## src/rtl/gmt_pkg.sv

```systemverilog
// Shared types and constants for the geared multi-turn encoder tracker.
`timescale 1ns / 1ps

package gmt_pkg;

    // Field widths
    localparam int POS_W   = 16;
    localparam int SPD_W   = 16;
    localparam int ACC_W   = 17;
    localparam int CNT_W   = 32;
    localparam int TURN_W  = 24;
    localparam int ANG_W   = 32;
    localparam int TOT_W   = 48;
    localparam int MINOR_W = 16;
    localparam int RATIO_W = 8;

    // Encoder geometry and scaling
    localparam int ENC_SHIFT   = 13;          // 8192 counts per rotor turn
    localparam int ENC_COUNTS  = 8192;
    localparam int TOP_BAND    = 7000;
    localparam int BOTTOM_BAND = 2000;
    localparam int ANGLE_SCALE = 2880;        // 360 * 65536 / 8192
    localparam int TURN_Q16    = 23592960;    // 360 degrees in Q16.16

    // Divider: |within * 2880| fits in 44 bits
    localparam int PROD_W    = 44;
    localparam int DIV_CNT_W = $clog2(PROD_W);

    // Register bus
    localparam int APB_ADDR_W = 3;
    localparam int APB_DATA_W = 32;
    localparam logic [0:0] REG_GEAR_RATIO = 1'b0;

    typedef enum logic [2:0] {
        ST_IDLE,
        ST_STEP,
        ST_UNWRAP,
        ST_MULT,
        ST_LOAD,
        ST_DIV,
        ST_FIN
    } t_state;

    // Controller to datapath
    typedef struct packed {
        logic capture;
        logic step;
        logic unwrap;
        logic mult;
        logic load;
        logic div_step;
        logic finish;
    } t_cmd;

    // Datapath to controller
    typedef struct packed {
        logic div_done;
        logic out_free;
    } t_status;

endpackage

```

## src/rtl/gmt_if.sv

```systemverilog
// Valid/ready channel interfaces for frames in and results out.
`timescale 1ns / 1ps

interface gmt_in_if;
    logic               valid;
    logic               ready;
    logic signed [15:0] raw_position;
    logic signed [15:0] speed_sample;

    modport source(output valid, raw_position, speed_sample, input ready);
    modport sink(input valid, raw_position, speed_sample, output ready);
endinterface

interface gmt_out_if;
    logic               valid;
    logic               ready;
    logic               fault;
    logic signed [16:0] accel;
    logic signed [31:0] shaft_count;
    logic signed [23:0] shaft_turns;
    logic signed [31:0] angle_deg;
    logic signed [47:0] total_angle_deg;

    modport source(output valid, fault, accel, shaft_count, shaft_turns, angle_deg,
                   total_angle_deg, input ready);
    modport sink(input valid, fault, accel, shaft_count, shaft_turns, angle_deg,
                 total_angle_deg, output ready);
endinterface

```

## src/rtl/gmt_ctrl.sv

```systemverilog
// Sequencer for one frame: wrap step, unwrap, multiply, divide, finish.
`timescale 1ns / 1ps

module gmt_ctrl (
    input  logic             i_clk,
    input  logic             i_rst_n,
    input  logic             i_in_valid,
    output logic             o_in_ready,
    input  gmt_pkg::t_status i_status,
    output gmt_pkg::t_cmd    o_cmd
);
    import gmt_pkg::*;

    t_state r_state;
    t_state n_state;

    // State register
    always_ff @(posedge i_clk) begin
        if (!i_rst_n) begin
            r_state <= ST_IDLE;
        end else begin
            r_state <= n_state;
        end
    end

    // Next state
    always_comb begin
        n_state = r_state;
        unique case (r_state)
            ST_IDLE: begin
                if (i_in_valid) n_state = ST_STEP;
            end
            ST_STEP:   n_state = ST_UNWRAP;
            ST_UNWRAP: n_state = ST_MULT;
            ST_MULT:   n_state = ST_LOAD;
            ST_LOAD:   n_state = ST_DIV;
            ST_DIV: begin
                if (i_status.div_done) n_state = ST_FIN;
            end
            ST_FIN: begin
                // hold until the output register can take the word
                if (i_status.out_free) n_state = ST_IDLE;
            end
            default:   n_state = ST_IDLE;
        endcase
    end

    // Outputs
    always_comb begin
        o_cmd      = '0;
        o_in_ready = 1'b0;
        unique case (r_state)
            ST_IDLE: begin
                o_in_ready    = 1'b1;
                o_cmd.capture = i_in_valid;
            end
            ST_STEP:   o_cmd.step     = 1'b1;
            ST_UNWRAP: o_cmd.unwrap   = 1'b1;
            ST_MULT:   o_cmd.mult     = 1'b1;
            ST_LOAD:   o_cmd.load     = 1'b1;
            ST_DIV:    o_cmd.div_step = 1'b1;
            ST_FIN:    o_cmd.finish   = 1'b1;
            default:   o_cmd          = '0;
        endcase
    end

endmodule

```

## src/rtl/gmt_datapath.sv

```systemverilog
// Tracking state, angle multiply, bit-serial divider and output register.
`timescale 1ns / 1ps

module gmt_datapath (
    input  logic                 i_clk,
    input  logic                 i_rst_n,
    input  gmt_pkg::t_cmd        i_cmd,
    output gmt_pkg::t_status     o_status,
    input  logic [7:0]           i_ratio,
    input  logic signed [15:0]   i_raw_position,
    input  logic signed [15:0]   i_speed_sample,
    input  logic                 i_out_ready,
    output logic                 o_out_valid,
    output logic                 o_fault,
    output logic signed [16:0]   o_accel,
    output logic signed [31:0]   o_shaft_count,
    output logic signed [23:0]   o_shaft_turns,
    output logic signed [31:0]   o_angle_deg,
    output logic signed [47:0]   o_total_angle_deg
);
    import gmt_pkg::*;

    localparam logic signed [POS_W-1:0]  TOP_S    = POS_W'(TOP_BAND);
    localparam logic signed [POS_W-1:0]  BOT_S    = POS_W'(BOTTOM_BAND);
    localparam logic signed [POS_W-1:0]  ENC_S    = POS_W'(ENC_COUNTS);
    localparam logic signed [CNT_W-1:0]  ENC_C    = CNT_W'(ENC_COUNTS);
    localparam logic signed [PROD_W-1:0] SCALE_S  = PROD_W'(ANGLE_SCALE);
    localparam logic signed [TOT_W:0]    TURN_S   = (TOT_W + 1)'(TURN_Q16);
    localparam int                       LOW_W    = CNT_W - ENC_SHIFT;

    // Frame capture
    logic signed [POS_W-1:0]   r_pos;
    logic signed [SPD_W-1:0]   r_spd;

    // Tracking state
    logic signed [SPD_W-1:0]   r_last_speed;
    logic                      r_near_top, r_crossed_top, r_near_bot, r_crossed_bot;
    logic signed [MINOR_W-1:0] r_minor;
    logic signed [CNT_W-1:0]   r_rec;
    logic signed [CNT_W-1:0]   r_within;
    logic signed [TURN_W-1:0]  r_major;
    logic signed [ANG_W-1:0]   r_held_angle;
    logic signed [TOT_W-1:0]   r_held_total;

    // Per-frame working registers
    logic                      r_fault;
    logic signed [ACC_W-1:0]   r_accel;
    logic                      r_upd;
    logic signed [PROD_W-1:0]  r_prod;
    logic signed [TOT_W-1:0]   r_turn_prod;
    logic [PROD_W-1:0]         r_quo;
    logic [RATIO_W-1:0]        r_rem;
    logic                      r_neg;
    logic [DIV_CNT_W-1:0]      r_cnt;

    // Output register
    logic                      r_out_valid;
    logic                      r_out_fault;
    logic signed [ACC_W-1:0]   r_out_accel;
    logic signed [CNT_W-1:0]   r_out_count;
    logic signed [TURN_W-1:0]  r_out_turns;
    logic signed [ANG_W-1:0]   r_out_angle;
    logic signed [TOT_W-1:0]   r_out_total;

    // Wrap step: band flags, crossing flags, minor turn and record updates, fault and accel
    logic                      n_near_top, n_crossed_top, n_near_bot, n_crossed_bot;
    logic signed [MINOR_W-1:0] n_minor;
    logic signed [CNT_W-1:0]   n_rec;
    logic                      n_fault;
    logic signed [ACC_W-1:0]   n_accel;

    always_comb begin
        n_near_top    = r_near_top;
        n_crossed_top = r_crossed_top;
        n_near_bot    = r_near_bot;
        n_crossed_bot = r_crossed_bot;
        if (r_pos < TOP_S && r_pos > BOT_S) begin
            n_near_top    = 1'b0;
            n_crossed_top = 1'b0;
            n_near_bot    = 1'b0;
            n_crossed_bot = 1'b0;
        end else if (r_pos > TOP_S) begin
            n_near_top = 1'b1;
        end else if (r_pos < BOT_S) begin
            n_near_bot = 1'b1;
        end
        if (n_near_top && r_pos < BOT_S) begin
            n_crossed_top = 1'b1;
        end else if (n_near_bot && r_pos > TOP_S) begin
            n_crossed_bot = 1'b1;
        end
        n_minor = r_minor;
        n_rec   = r_rec;
        if (n_near_top && n_crossed_top) begin
            n_minor       = r_minor + MINOR_W'(1);
            n_rec         = r_rec + ENC_C;
            n_near_top    = 1'b0;
            n_crossed_top = 1'b0;
        end else if (n_near_bot && n_crossed_bot) begin
            n_minor       = r_minor - MINOR_W'(1);
            n_rec         = r_rec - ENC_C;
            n_near_bot    = 1'b0;
            n_crossed_bot = 1'b0;
        end
        n_fault = (r_pos <= 0) || (r_pos > ENC_S);
        n_accel = {r_spd[SPD_W-1], r_spd} - {r_last_speed[SPD_W-1], r_last_speed};
    end

    // Unwrap: count within shaft turn, shaft turn rollover
    logic signed [CNT_W-1:0]   pos_x, minor_x, ratio_x, turns_x, low_x, limit_x;
    logic signed [CNT_W-1:0]   n_within, n_unw_rec;
    logic signed [TURN_W-1:0]  n_major;
    logic signed [MINOR_W-1:0] n_unw_minor;
    logic                      roll_up, roll_dn;

    always_comb begin
        pos_x   = {{(CNT_W - POS_W){r_pos[POS_W-1]}}, r_pos};
        minor_x = {{(CNT_W - MINOR_W){r_minor[MINOR_W-1]}}, r_minor};
        ratio_x = {{(CNT_W - RATIO_W){1'b0}}, i_ratio};
        turns_x = ratio_x + minor_x - CNT_W'(1);
        low_x   = ratio_x - CNT_W'(1);
        limit_x = {ratio_x[LOW_W-1:0], {ENC_SHIFT{1'b0}}};
        if (!r_minor[MINOR_W-1] && r_minor != '0) begin
            n_within = {minor_x[LOW_W-1:0], {ENC_SHIFT{1'b0}}} + pos_x;
        end else if (r_minor[MINOR_W-1] || r_rec > ENC_C) begin
            n_within = {turns_x[LOW_W-1:0], {ENC_SHIFT{1'b0}}} + pos_x;
        end else begin
            n_within = pos_x;
        end
        roll_up     = r_rec > limit_x;
        roll_dn     = r_rec[CNT_W-1];
        n_unw_rec   = r_rec;
        n_major     = r_major;
        n_unw_minor = r_minor;
        if (roll_up) begin
            n_unw_rec   = pos_x;
            n_major     = r_major + TURN_W'(1);
            n_unw_minor = '0;
        end else if (roll_dn) begin
            n_unw_rec   = {low_x[LOW_W-1:0], {ENC_SHIFT{1'b0}}} + pos_x;
            n_major     = r_major - TURN_W'(1);
            n_unw_minor = '0;
        end
    end

    // Multipliers: within * 2880 and shaft turns * 360 degrees
    logic signed [PROD_W-1:0] within_x;
    logic signed [TOT_W:0]    major_x;
    logic signed [PROD_W-1:0] n_prod;
    logic signed [TOT_W:0]    turn_full;

    always_comb begin
        within_x  = {{(PROD_W - CNT_W){r_within[CNT_W-1]}}, r_within};
        major_x   = {{(TOT_W + 1 - TURN_W){r_major[TURN_W-1]}}, r_major};
        n_prod    = within_x * SCALE_S;
        turn_full = major_x * TURN_S;
    end

    // Restoring divider step, one quotient bit per cycle
    logic [RATIO_W:0]   trial;
    logic [RATIO_W:0]   trial_diff;
    logic               q_bit;

    always_comb begin
        trial      = {r_rem, r_quo[PROD_W-1]};
        trial_diff = trial - {1'b0, i_ratio};
        q_bit      = (trial >= {1'b0, i_ratio});
    end

    // Finish: signed quotient, total angle, held values
    logic [PROD_W-1:0]       sq;
    logic signed [ANG_W-1:0] ang;
    logic signed [TOT_W-1:0] tot;
    logic signed [ANG_W-1:0] n_held_angle;
    logic signed [TOT_W-1:0] n_held_total;

    always_comb begin
        sq           = r_neg ? (~r_quo + PROD_W'(1)) : r_quo;
        ang          = sq[ANG_W-1:0];
        tot          = r_turn_prod + {{(TOT_W - ANG_W){ang[ANG_W-1]}}, ang};
        n_held_angle = r_upd ? ang : r_held_angle;
        n_held_total = r_upd ? tot : r_held_total;
    end

    assign o_status.out_free = !r_out_valid || i_out_ready;
    assign o_status.div_done = i_cmd.div_step && (r_cnt == DIV_CNT_W'(PROD_W - 1));

    // Tracking state registers
    always_ff @(posedge i_clk) begin
        if (!i_rst_n) begin
            r_last_speed  <= '0;
            r_near_top    <= 1'b0;
            r_crossed_top <= 1'b0;
            r_near_bot    <= 1'b0;
            r_crossed_bot <= 1'b0;
            r_minor       <= '0;
            r_rec         <= '0;
            r_within      <= '0;
            r_major       <= '0;
            r_held_angle  <= '0;
            r_held_total  <= '0;
        end else begin
            if (i_cmd.step) begin
                r_last_speed  <= r_spd;
                r_near_top    <= n_near_top;
                r_crossed_top <= n_crossed_top;
                r_near_bot    <= n_near_bot;
                r_crossed_bot <= n_crossed_bot;
                r_minor       <= n_minor;
                r_rec         <= n_rec;
            end else if (i_cmd.unwrap) begin
                r_within <= n_within;
                r_rec    <= n_unw_rec;
                r_major  <= n_major;
                r_minor  <= n_unw_minor;
            end
            if (i_cmd.finish) begin
                r_held_angle <= n_held_angle;
                r_held_total <= n_held_total;
            end
        end
    end

    // Per-frame working registers
    always_ff @(posedge i_clk) begin
        if (i_cmd.capture) begin
            r_pos <= i_raw_position;
            r_spd <= i_speed_sample;
        end
        if (i_cmd.step) begin
            r_fault <= n_fault;
            r_accel <= n_accel;
        end
        if (i_cmd.unwrap) begin
            r_upd <= !roll_up && !roll_dn;
        end
        if (i_cmd.mult) begin
            r_prod      <= n_prod;
            r_turn_prod <= turn_full[TOT_W-1:0];
        end
        if (i_cmd.load) begin
            r_neg <= r_prod[PROD_W-1];
            r_quo <= r_prod[PROD_W-1] ? (~r_prod + PROD_W'(1)) : r_prod;
            r_rem <= '0;
        end else if (i_cmd.div_step) begin
            r_quo <= {r_quo[PROD_W-2:0], q_bit};
            r_rem <= q_bit ? trial_diff[RATIO_W-1:0] : trial[RATIO_W-1:0];
        end
    end

    // Divider step counter
    always_ff @(posedge i_clk) begin
        if (!i_rst_n) begin
            r_cnt <= '0;
        end else if (i_cmd.load) begin
            r_cnt <= '0;
        end else if (i_cmd.div_step) begin
            r_cnt <= r_cnt + DIV_CNT_W'(1);
        end
    end

    // Output register: loads at finish once the previous word is taken
    always_ff @(posedge i_clk) begin
        if (!i_rst_n) begin
            r_out_valid <= 1'b0;
        end else if (i_cmd.finish && o_status.out_free) begin
            r_out_valid <= 1'b1;
        end else if (i_out_ready) begin
            r_out_valid <= 1'b0;
        end
    end

    always_ff @(posedge i_clk) begin
        if (i_cmd.finish && o_status.out_free) begin
            r_out_fault <= r_fault;
            r_out_accel <= r_accel;
            r_out_count <= r_within;
            r_out_turns <= r_major;
            r_out_angle <= n_held_angle;
            r_out_total <= n_held_total;
        end
    end

    assign o_out_valid       = r_out_valid;
    assign o_fault           = r_out_fault;
    assign o_accel           = r_out_accel;
    assign o_shaft_count     = r_out_count;
    assign o_shaft_turns     = r_out_turns;
    assign o_angle_deg       = r_out_angle;
    assign o_total_angle_deg = r_out_total;

endmodule

```

## src/rtl/geared_multiturn_encoder_tracker.sv

```systemverilog
// Top level: register bus, controller and datapath of the encoder tracker.
`timescale 1ns / 1ps

// Geared multi-turn encoder tracker.
// i_in carries one motor feedback frame per word (raw_position, speed_sample);
// o_out carries one result word per frame: fault, accel, shaft_count,
// shaft_turns, angle_deg (Q16.16) and total_angle_deg (Q32.16).
// Both are valid/ready channels; a word moves when valid and ready are high.
// gear_ratio is written over the APB-style port at byte address 0 (reset 1,
// a value of 0 acts as 1); write it only while no frame is in flight.
// A new frame is accepted only once the previous one has left the finish step;
// the 44-step restoring divider forms within * 2880 / ratio one quotient bit
// per cycle.
// The output register parts the two channels: a new frame is accepted while
// the previous result still waits; if the receiver stalls, the next result
// holds in the finish step until the output register frees up.
// Reset (synchronous, active low) clears all tracking state, empties the
// output register and restores gear_ratio to 1.
module geared_multiturn_encoder_tracker (
    input  logic                              i_clk,
    input  logic                              i_rst_n,
    gmt_in_if.sink                            i_in,
    gmt_out_if.source                         o_out,
    input  logic                              psel,
    input  logic                              penable,
    input  logic                              pwrite,
    input  logic [gmt_pkg::APB_ADDR_W-1:0]    paddr,
    input  logic [gmt_pkg::APB_DATA_W-1:0]    pwdata,
    output logic [gmt_pkg::APB_DATA_W-1:0]    prdata,
    output logic                              pready
);
    import gmt_pkg::*;

    logic [RATIO_W-1:0] r_gear_ratio;
    logic [RATIO_W-1:0] ratio_eff;
    logic [0:0]         reg_idx;
    logic               cfg_wr;
    logic               w_in_ready;
    t_cmd               w_cmd;
    t_status            w_status;

    // Register bus
    assign pready  = 1'b1;
    assign reg_idx = paddr[APB_ADDR_W-1:APB_ADDR_W-1];
    assign cfg_wr  = psel && penable && pwrite && pready;

    always_ff @(posedge i_clk) begin
        if (!i_rst_n) begin
            r_gear_ratio <= RATIO_W'(1);
        end else if (cfg_wr && reg_idx == REG_GEAR_RATIO) begin
            r_gear_ratio <= pwdata[RATIO_W-1:0];
        end
    end

    assign prdata    = (reg_idx == REG_GEAR_RATIO)
                     ? {{(APB_DATA_W - RATIO_W){1'b0}}, r_gear_ratio} : '0;
    assign ratio_eff = (r_gear_ratio == '0) ? RATIO_W'(1) : r_gear_ratio;

    assign i_in.ready = w_in_ready;

    gmt_ctrl u_ctrl (
        .i_clk      (i_clk),
        .i_rst_n    (i_rst_n),
        .i_in_valid (i_in.valid),
        .o_in_ready (w_in_ready),
        .i_status   (w_status),
        .o_cmd      (w_cmd)
    );

    gmt_datapath u_datapath (
        .i_clk             (i_clk),
        .i_rst_n           (i_rst_n),
        .i_cmd             (w_cmd),
        .o_status          (w_status),
        .i_ratio           (ratio_eff),
        .i_raw_position    (i_in.raw_position),
        .i_speed_sample    (i_in.speed_sample),
        .i_out_ready       (o_out.ready),
        .o_out_valid       (o_out.valid),
        .o_fault           (o_out.fault),
        .o_accel           (o_out.accel),
        .o_shaft_count     (o_out.shaft_count),
        .o_shaft_turns     (o_out.shaft_turns),
        .o_angle_deg       (o_out.angle_deg),
        .o_total_angle_deg (o_out.total_angle_deg)
    );

    // One frame at a time: no accept right after an accept
    a_one_frame: assert property (@(posedge i_clk) disable iff (!i_rst_n)
        (i_in.valid && i_in.ready) |=> !i_in.ready)
        else $error("frame accepted while previous frame in flight");

    // A result appears only out of the finish step
    a_out_from_finish: assert property (@(posedge i_clk) disable iff (!i_rst_n)
        $rose(o_out.valid) |-> $past(w_cmd.finish))
        else $error("result word loaded outside finish step");

    // Divider completion is followed by the finish step
    a_div_done: assert property (@(posedge i_clk) disable iff (!i_rst_n)
        w_status.div_done |=> w_cmd.finish)
        else $error("divider done without moving to finish");

endmodule

```

## src/flat_wrapper.sv

```systemverilog
// flat-port wrapper written by rule: the top's interface ports become plain ports
module geared_multiturn_encoder_tracker_flat import gmt_pkg::*;
  (i_clk, i_rst_n, psel, penable, pwrite, paddr, pwdata, prdata, pready, i_in_valid, i_in_raw_position, i_in_speed_sample, i_in_ready, o_out_valid, o_out_fault, o_out_accel, o_out_shaft_count, o_out_shaft_turns, o_out_angle_deg, o_out_total_angle_deg, o_out_ready);
  gmt_in_if i_in_i ();
  gmt_out_if o_out_i ();
  input  logic i_clk;
  input  logic i_rst_n;
  input  logic psel;
  input  logic penable;
  input  logic pwrite;
  input  logic [gmt_pkg::APB_ADDR_W-1:0] paddr;
  input  logic [gmt_pkg::APB_DATA_W-1:0] pwdata;
  output logic [gmt_pkg::APB_DATA_W-1:0] prdata;
  output logic pready;
  input wire logic [$bits(i_in_i.valid)-1:0] i_in_valid;
  input wire logic [$bits(i_in_i.raw_position)-1:0] i_in_raw_position;
  input wire logic [$bits(i_in_i.speed_sample)-1:0] i_in_speed_sample;
  output wire logic [$bits(i_in_i.ready)-1:0] i_in_ready;
  output wire logic [$bits(o_out_i.valid)-1:0] o_out_valid;
  output wire logic [$bits(o_out_i.fault)-1:0] o_out_fault;
  output wire logic [$bits(o_out_i.accel)-1:0] o_out_accel;
  output wire logic [$bits(o_out_i.shaft_count)-1:0] o_out_shaft_count;
  output wire logic [$bits(o_out_i.shaft_turns)-1:0] o_out_shaft_turns;
  output wire logic [$bits(o_out_i.angle_deg)-1:0] o_out_angle_deg;
  output wire logic [$bits(o_out_i.total_angle_deg)-1:0] o_out_total_angle_deg;
  input wire logic [$bits(o_out_i.ready)-1:0] o_out_ready;
  assign i_in_i.valid = i_in_valid;
  assign i_in_i.raw_position = i_in_raw_position;
  assign i_in_i.speed_sample = i_in_speed_sample;
  assign i_in_ready = i_in_i.ready;
  assign o_out_valid = o_out_i.valid;
  assign o_out_fault = o_out_i.fault;
  assign o_out_accel = o_out_i.accel;
  assign o_out_shaft_count = o_out_i.shaft_count;
  assign o_out_shaft_turns = o_out_i.shaft_turns;
  assign o_out_angle_deg = o_out_i.angle_deg;
  assign o_out_total_angle_deg = o_out_i.total_angle_deg;
  assign o_out_i.ready = o_out_ready;
  geared_multiturn_encoder_tracker u_core (.i_clk(i_clk), .i_rst_n(i_rst_n), .i_in(i_in_i), .o_out(o_out_i), .psel(psel), .penable(penable), .pwrite(pwrite), .paddr(paddr), .pwdata(pwdata), .prdata(prdata), .pready(pready));
endmodule
```

## config.mk

```make
export PLATFORM = sky130hd
export DESIGN_NAME = geared_multiturn_encoder_tracker_flat
export DESIGN_NICKNAME = d
export VERILOG_FILES = /design/src/rtl/gmt_pkg.sv /design/src/rtl/gmt_if.sv /design/src/rtl/gmt_ctrl.sv /design/src/rtl/gmt_datapath.sv /design/src/rtl/geared_multiturn_encoder_tracker.sv /design/src/flat_wrapper.sv
export SDC_FILE = /design/constraint.sdc
export NUM_CORES = 2
export LEC_CHECK = 0
export ABC_CLOCK_PERIOD_IN_PS = 10350
export BUFFER_PORTS_ARGS = -buffer_cell sky130_fd_sc_hd__buf_2
export CAP_MARGIN = 5
export CORE_MARGIN = 2
export CORE_UTILIZATION = 50
export CTS_CLUSTER_SIZE = 40
export DETAILED_ROUTE_END_ITERATION = 6
export GPL_TIMING_DRIVEN = 0
export PLACE_DENSITY = 0.79
export SETUP_SLACK_MARGIN = 0.15
export SLEW_MARGIN = 30
export SYNTH_ARGS = -nofsm -noshare
export SYNTH_HDL_FRONTEND = slang
export SYNTH_SLANG_ARGS = --single-unit
```

## constraint.sdc

```tcl
create_clock -name i_clk -period 10.35 [get_ports i_clk]
set_clock_uncertainty 0.05 [all_clocks]
set_input_delay 1.5525 -clock i_clk [delete_from_list [all_inputs] [get_ports i_clk]]
set_output_delay 1.5525 -clock i_clk [all_outputs]
set_load 0.01 [all_outputs]
```

==> results.toml <==
[timing]
slew_violations = 0
hold_viol_final = 0
max_freq_ghz = 0.153
timing.final.crit_share = 0.634
finalCriticalPeriod_ns = 6.56
max_slew_margin = 0.297
rsz0062_at_grt = "no"
worst_pin_slew_ns = 1.05
setup_viol = 0

[synthesis]
synth_area_leaders = "edfxtp_1 26%, dfxtp_1 13%, ha_1 12%"
yosys.area.top_type = "edfxtp_1"
synth.top_cell.area_share = 0.265
synthTopCellsByCount = "435 x nand2_1, 399 x inv_1, 360 x a21oi_1, 348 x ha_1, 317 x edfxtp_1"
synthAdderAreaFrac = 0.184
syn-cell-area_um2 = 36000
ys_seq_elements = 547
synth_xor_xnor_area_share = 0.0601
muxShareOfSynthArea = 0.0177
avgSynthCellArea_um2 = 9.55
synth-main-ff-cell = "edfxtp_1"
ys_seq_area_frac = 0.393
synth_edf_count = 317
yosys_warnings = 0
synth_compound_area_frac = 0.160
synth_cell_type_count = 86
synth_top_family_by_area = "adder cells"
synth.most_common_cell = "nand2_1"
postSynthCellCount = 3768
yosys.area_share.simple = 0.125
ys_async_sr_fraction = 0

[clock_network]
post-cts-setup-buffers = 0
clockBufferDepth = 3
path_clk_slew_ns = 0.07
cts_buffers = 58
h-tree-depth = 2
ctsResizeCount = 0
clockRootBuffer = "clkbuf_16"
cts_sinks = 547
tritoncts = "yes"
insertion_delay_ns = 0.66
cts_hold_buf = 0

[detailed_routing]
drt_iter0_drc = 2028
wirelength_um = 91300
drcViolationCount = 0
drt_first_pass_iters = 7
wire_per_inst_um = 18.0
vias = 28400
antenna_left = 0
via_per_inst = 5.60

[critical_path]
crit_chain = "inv_1 -> nand4_1 -> o41ai_2 -> ha_1 -> nor2b_1 -> o21ai_0 -> a21oi_1 -> a2111oi_0 -> o21ai_0 -> and2_1 -> inv_1 -> ha_1 -> a21o_1 -> a21o_1 -> a2111oi_0 -> o31ai_1 -> and2_1 -> a22oi_1 -> a21oi_1 -> a31oi_1 -> xor2_1 -> o21ai_0"
ff2ff_setup_slack_ns = 3.79
r2r-start = "u_core.r_gear_ratio[6]"
cpLargestDelayFamily = "compound AO/OA/AOI/OAI gates"
cp-start-kind = "flop"
worstPathArrival_ns = 7.05
path_max_fanout = 24
crit_buf_inv = 2
cp_common_cell = "o21ai_0"
slowest_delay_ns = 0.72
rr_endpoint = "u_core.u_datapath.r_major[22]"
critical_path_class = "reg2reg"
cp.required_ns = 10.84
crit_slowest_cell = "inv_1"
worstSetupStartpoint = "u_core.r_gear_ratio[6]"
worst_r2r_path_depth = 22
end_kind = "flop"
crit_end = "u_core.u_datapath.r_major[22]"
cp_num_cells = 22

[cells_and_area]
fin_nets = 4611
fin_cells = 5075
antenna_cells = 0
area_growth_pct = 13.3
fill_cells = 6094
drive_above_1_share = 0.107
multiInputGateArea_um2 = 19800
register_area_um2 = 14100

[pwr]
power.leakage_nw = 17.5
peakVddDrop_mv = 0.237
p_per_area_nw_per_um2 = 258
finalPower_w = 0.0105

[grt]
grt_pass1_wl_um = 143000
first_global_vias = 27100
grt_max_degree = 30
track_usage = 0.240
antenna_found_initial = 1
overflow = 0

[die]
start_util = 0.504
boundaryPins = 263
die_h_um = 272
dieArea_um2 = 74100
rows = 98
core-area_um2 = 71400
fp.dieW_um = 272

[min_path]
hold_path.class = "reg2reg"

[job]
maxCapViolations = 0

[run_status]
status = "finished, final reports clean"

[placed_design]
dp.cells = 4966
gp_congestion = 0.942
port_buffers = 209
dp_hpwl_um = 69300
==> routing by layer <==
layer  global-route usage  wire [um]  vias up
met5                    0          0        -
met4               0.0985       3630        0
met3               0.0398       6470      183
met2                0.406      43100      947
met1                0.307      38100    13500
li1                     -          -    13800
==> metrics by stage <==
step	setup WS [ns]	TNS [ns]	utilization	area (um^2)	hold WS, ns
after global routing	3.21	0	0.571	40700	0.356
final	3.79	0	0.571	40700	0.351
after detailed placement	3.83	0	0.542	38700	0.358
after CTS	3.79	0	0.571	40700	0.339
after global placement	-1.57	-239.41	0.537	38300	0.353
after floorplan	1.62	0	-	36100	0.350
==> cells in the final DEF (no fill, tap or decap), drive strengths merged, types with 9 or more instances in the layout <==
| cell | n |
|---|---|
| nand2 | 436 |
| inv | 407 |
| a21oi | 360 |
| ha | 348 |
| edfxtp | 317 |
| buf | 267 |
| dfxtp | 230 |
| nor2 | 222 |
| clkbuf | 182 |
| o21ai | 160 |
| xnor2 | 127 |
| xor2 | 119 |
| fa | 113 |
| o21a | 73 |
| a21o | 66 |
| nand3 | 62 |
| nor3 | 49 |
| nor2b | 40 |
| or3 | 40 |
| mux2 | 36 |
| o31ai | 35 |
| a31oi | 28 |
| conb | 25 |
| nand2b | 24 |
| o211ai | 23 |
| nand4 | 23 |
| mux2i | 23 |
| and3 | 20 |
| o21bai | 20 |
| a211oi | 20 |
| clkinv | 19 |
| nor4 | 15 |
| o41ai | 15 |
| a21boi | 13 |
| o22ai | 13 |
| and2 | 10 |
| or2 | 9 |
| or4 | 9 |
==> flip-flops by register name, summed over array words and instances (netlist names), 6 cells and up <==
register	cells
u_core.u_datapath.o_total_angle_deg	48
u_core.u_datapath.r_held_total	48
u_core.u_datapath.r_quo	44
u_core.u_datapath.r_prod	38
u_core.u_datapath.o_angle_deg	32
u_core.u_datapath.o_shaft_count	32
u_core.u_datapath.r_held_angle	32
u_core.u_datapath.r_rec	32
u_core.u_datapath.r_within	32
u_core.u_datapath.r_turn_prod	29
u_core.u_datapath.o_shaft_turns	24
u_core.u_datapath.r_major	24
u_core.u_datapath.o_accel	17
u_core.u_datapath.r_accel	17
u_core.u_datapath.r_last_speed	16
u_core.u_datapath.r_minor	16
u_core.u_datapath.r_pos	16
u_core.u_datapath.r_spd	16
u_core.r_gear_ratio	8
u_core.u_datapath.r_rem	8
u_core.u_datapath.r_cnt	6
==> layout make-up <==
cell class	instances	share of cell area
tap	950	0.0292
multi-input combinational	2694	0.486
sequential	547	0.347
timing repair buffer	225	0.0347
clock inverter	33	0.00835
buffer	148	0.0162
clock buffer	76	0.0417
inverter	402	0.0370
==> worst min path at each step <==
stage | slack (ns) | cells past startpoint | start | end
floorplan | 0.35 | 0 | u_core.u_datapath.r_accel[0] | u_core.u_datapath.o_accel[0]
global placement | 0.35 | 0 | u_core.u_datapath.r_accel[1] | u_core.u_datapath.o_accel[1]
detailed placement | 0.36 | 0 | u_core.u_datapath.r_accel[5] | u_core.u_datapath.o_accel[5]
CTS | 0.34 | 0 | u_core.u_datapath.r_accel[1] | u_core.u_datapath.o_accel[1]
global route | 0.36 | 0 | u_core.u_datapath.r_accel[1] | u_core.u_datapath.o_accel[1]
finish | 0.35 | 0 | u_core.u_datapath.r_accel[1] | u_core.u_datapath.o_accel[1]
==> where the power goes <==
group | internal [W] | leakage [nW] | switching, W
registers | 0.00263 | 4.77 | 0.000297
logic | 0.00214 | 11.7 | 0.00324
clock network | 0.00125 | 0.983 | 0.000938
==> cell families after synthesis <==
| family | after synthesis |
|---|---|
| muxes | 59 |
| and+or+nand+nor | 987 |
| xor gates and xnor gates | 246 |
| adders and majority gates | 461 |
| buffers and inverters | 550 |
| DFF | 547 |
| AOI/OAI and AO/OA | 916 |
| other | 2 |
(Power assumes the default switching activity.)
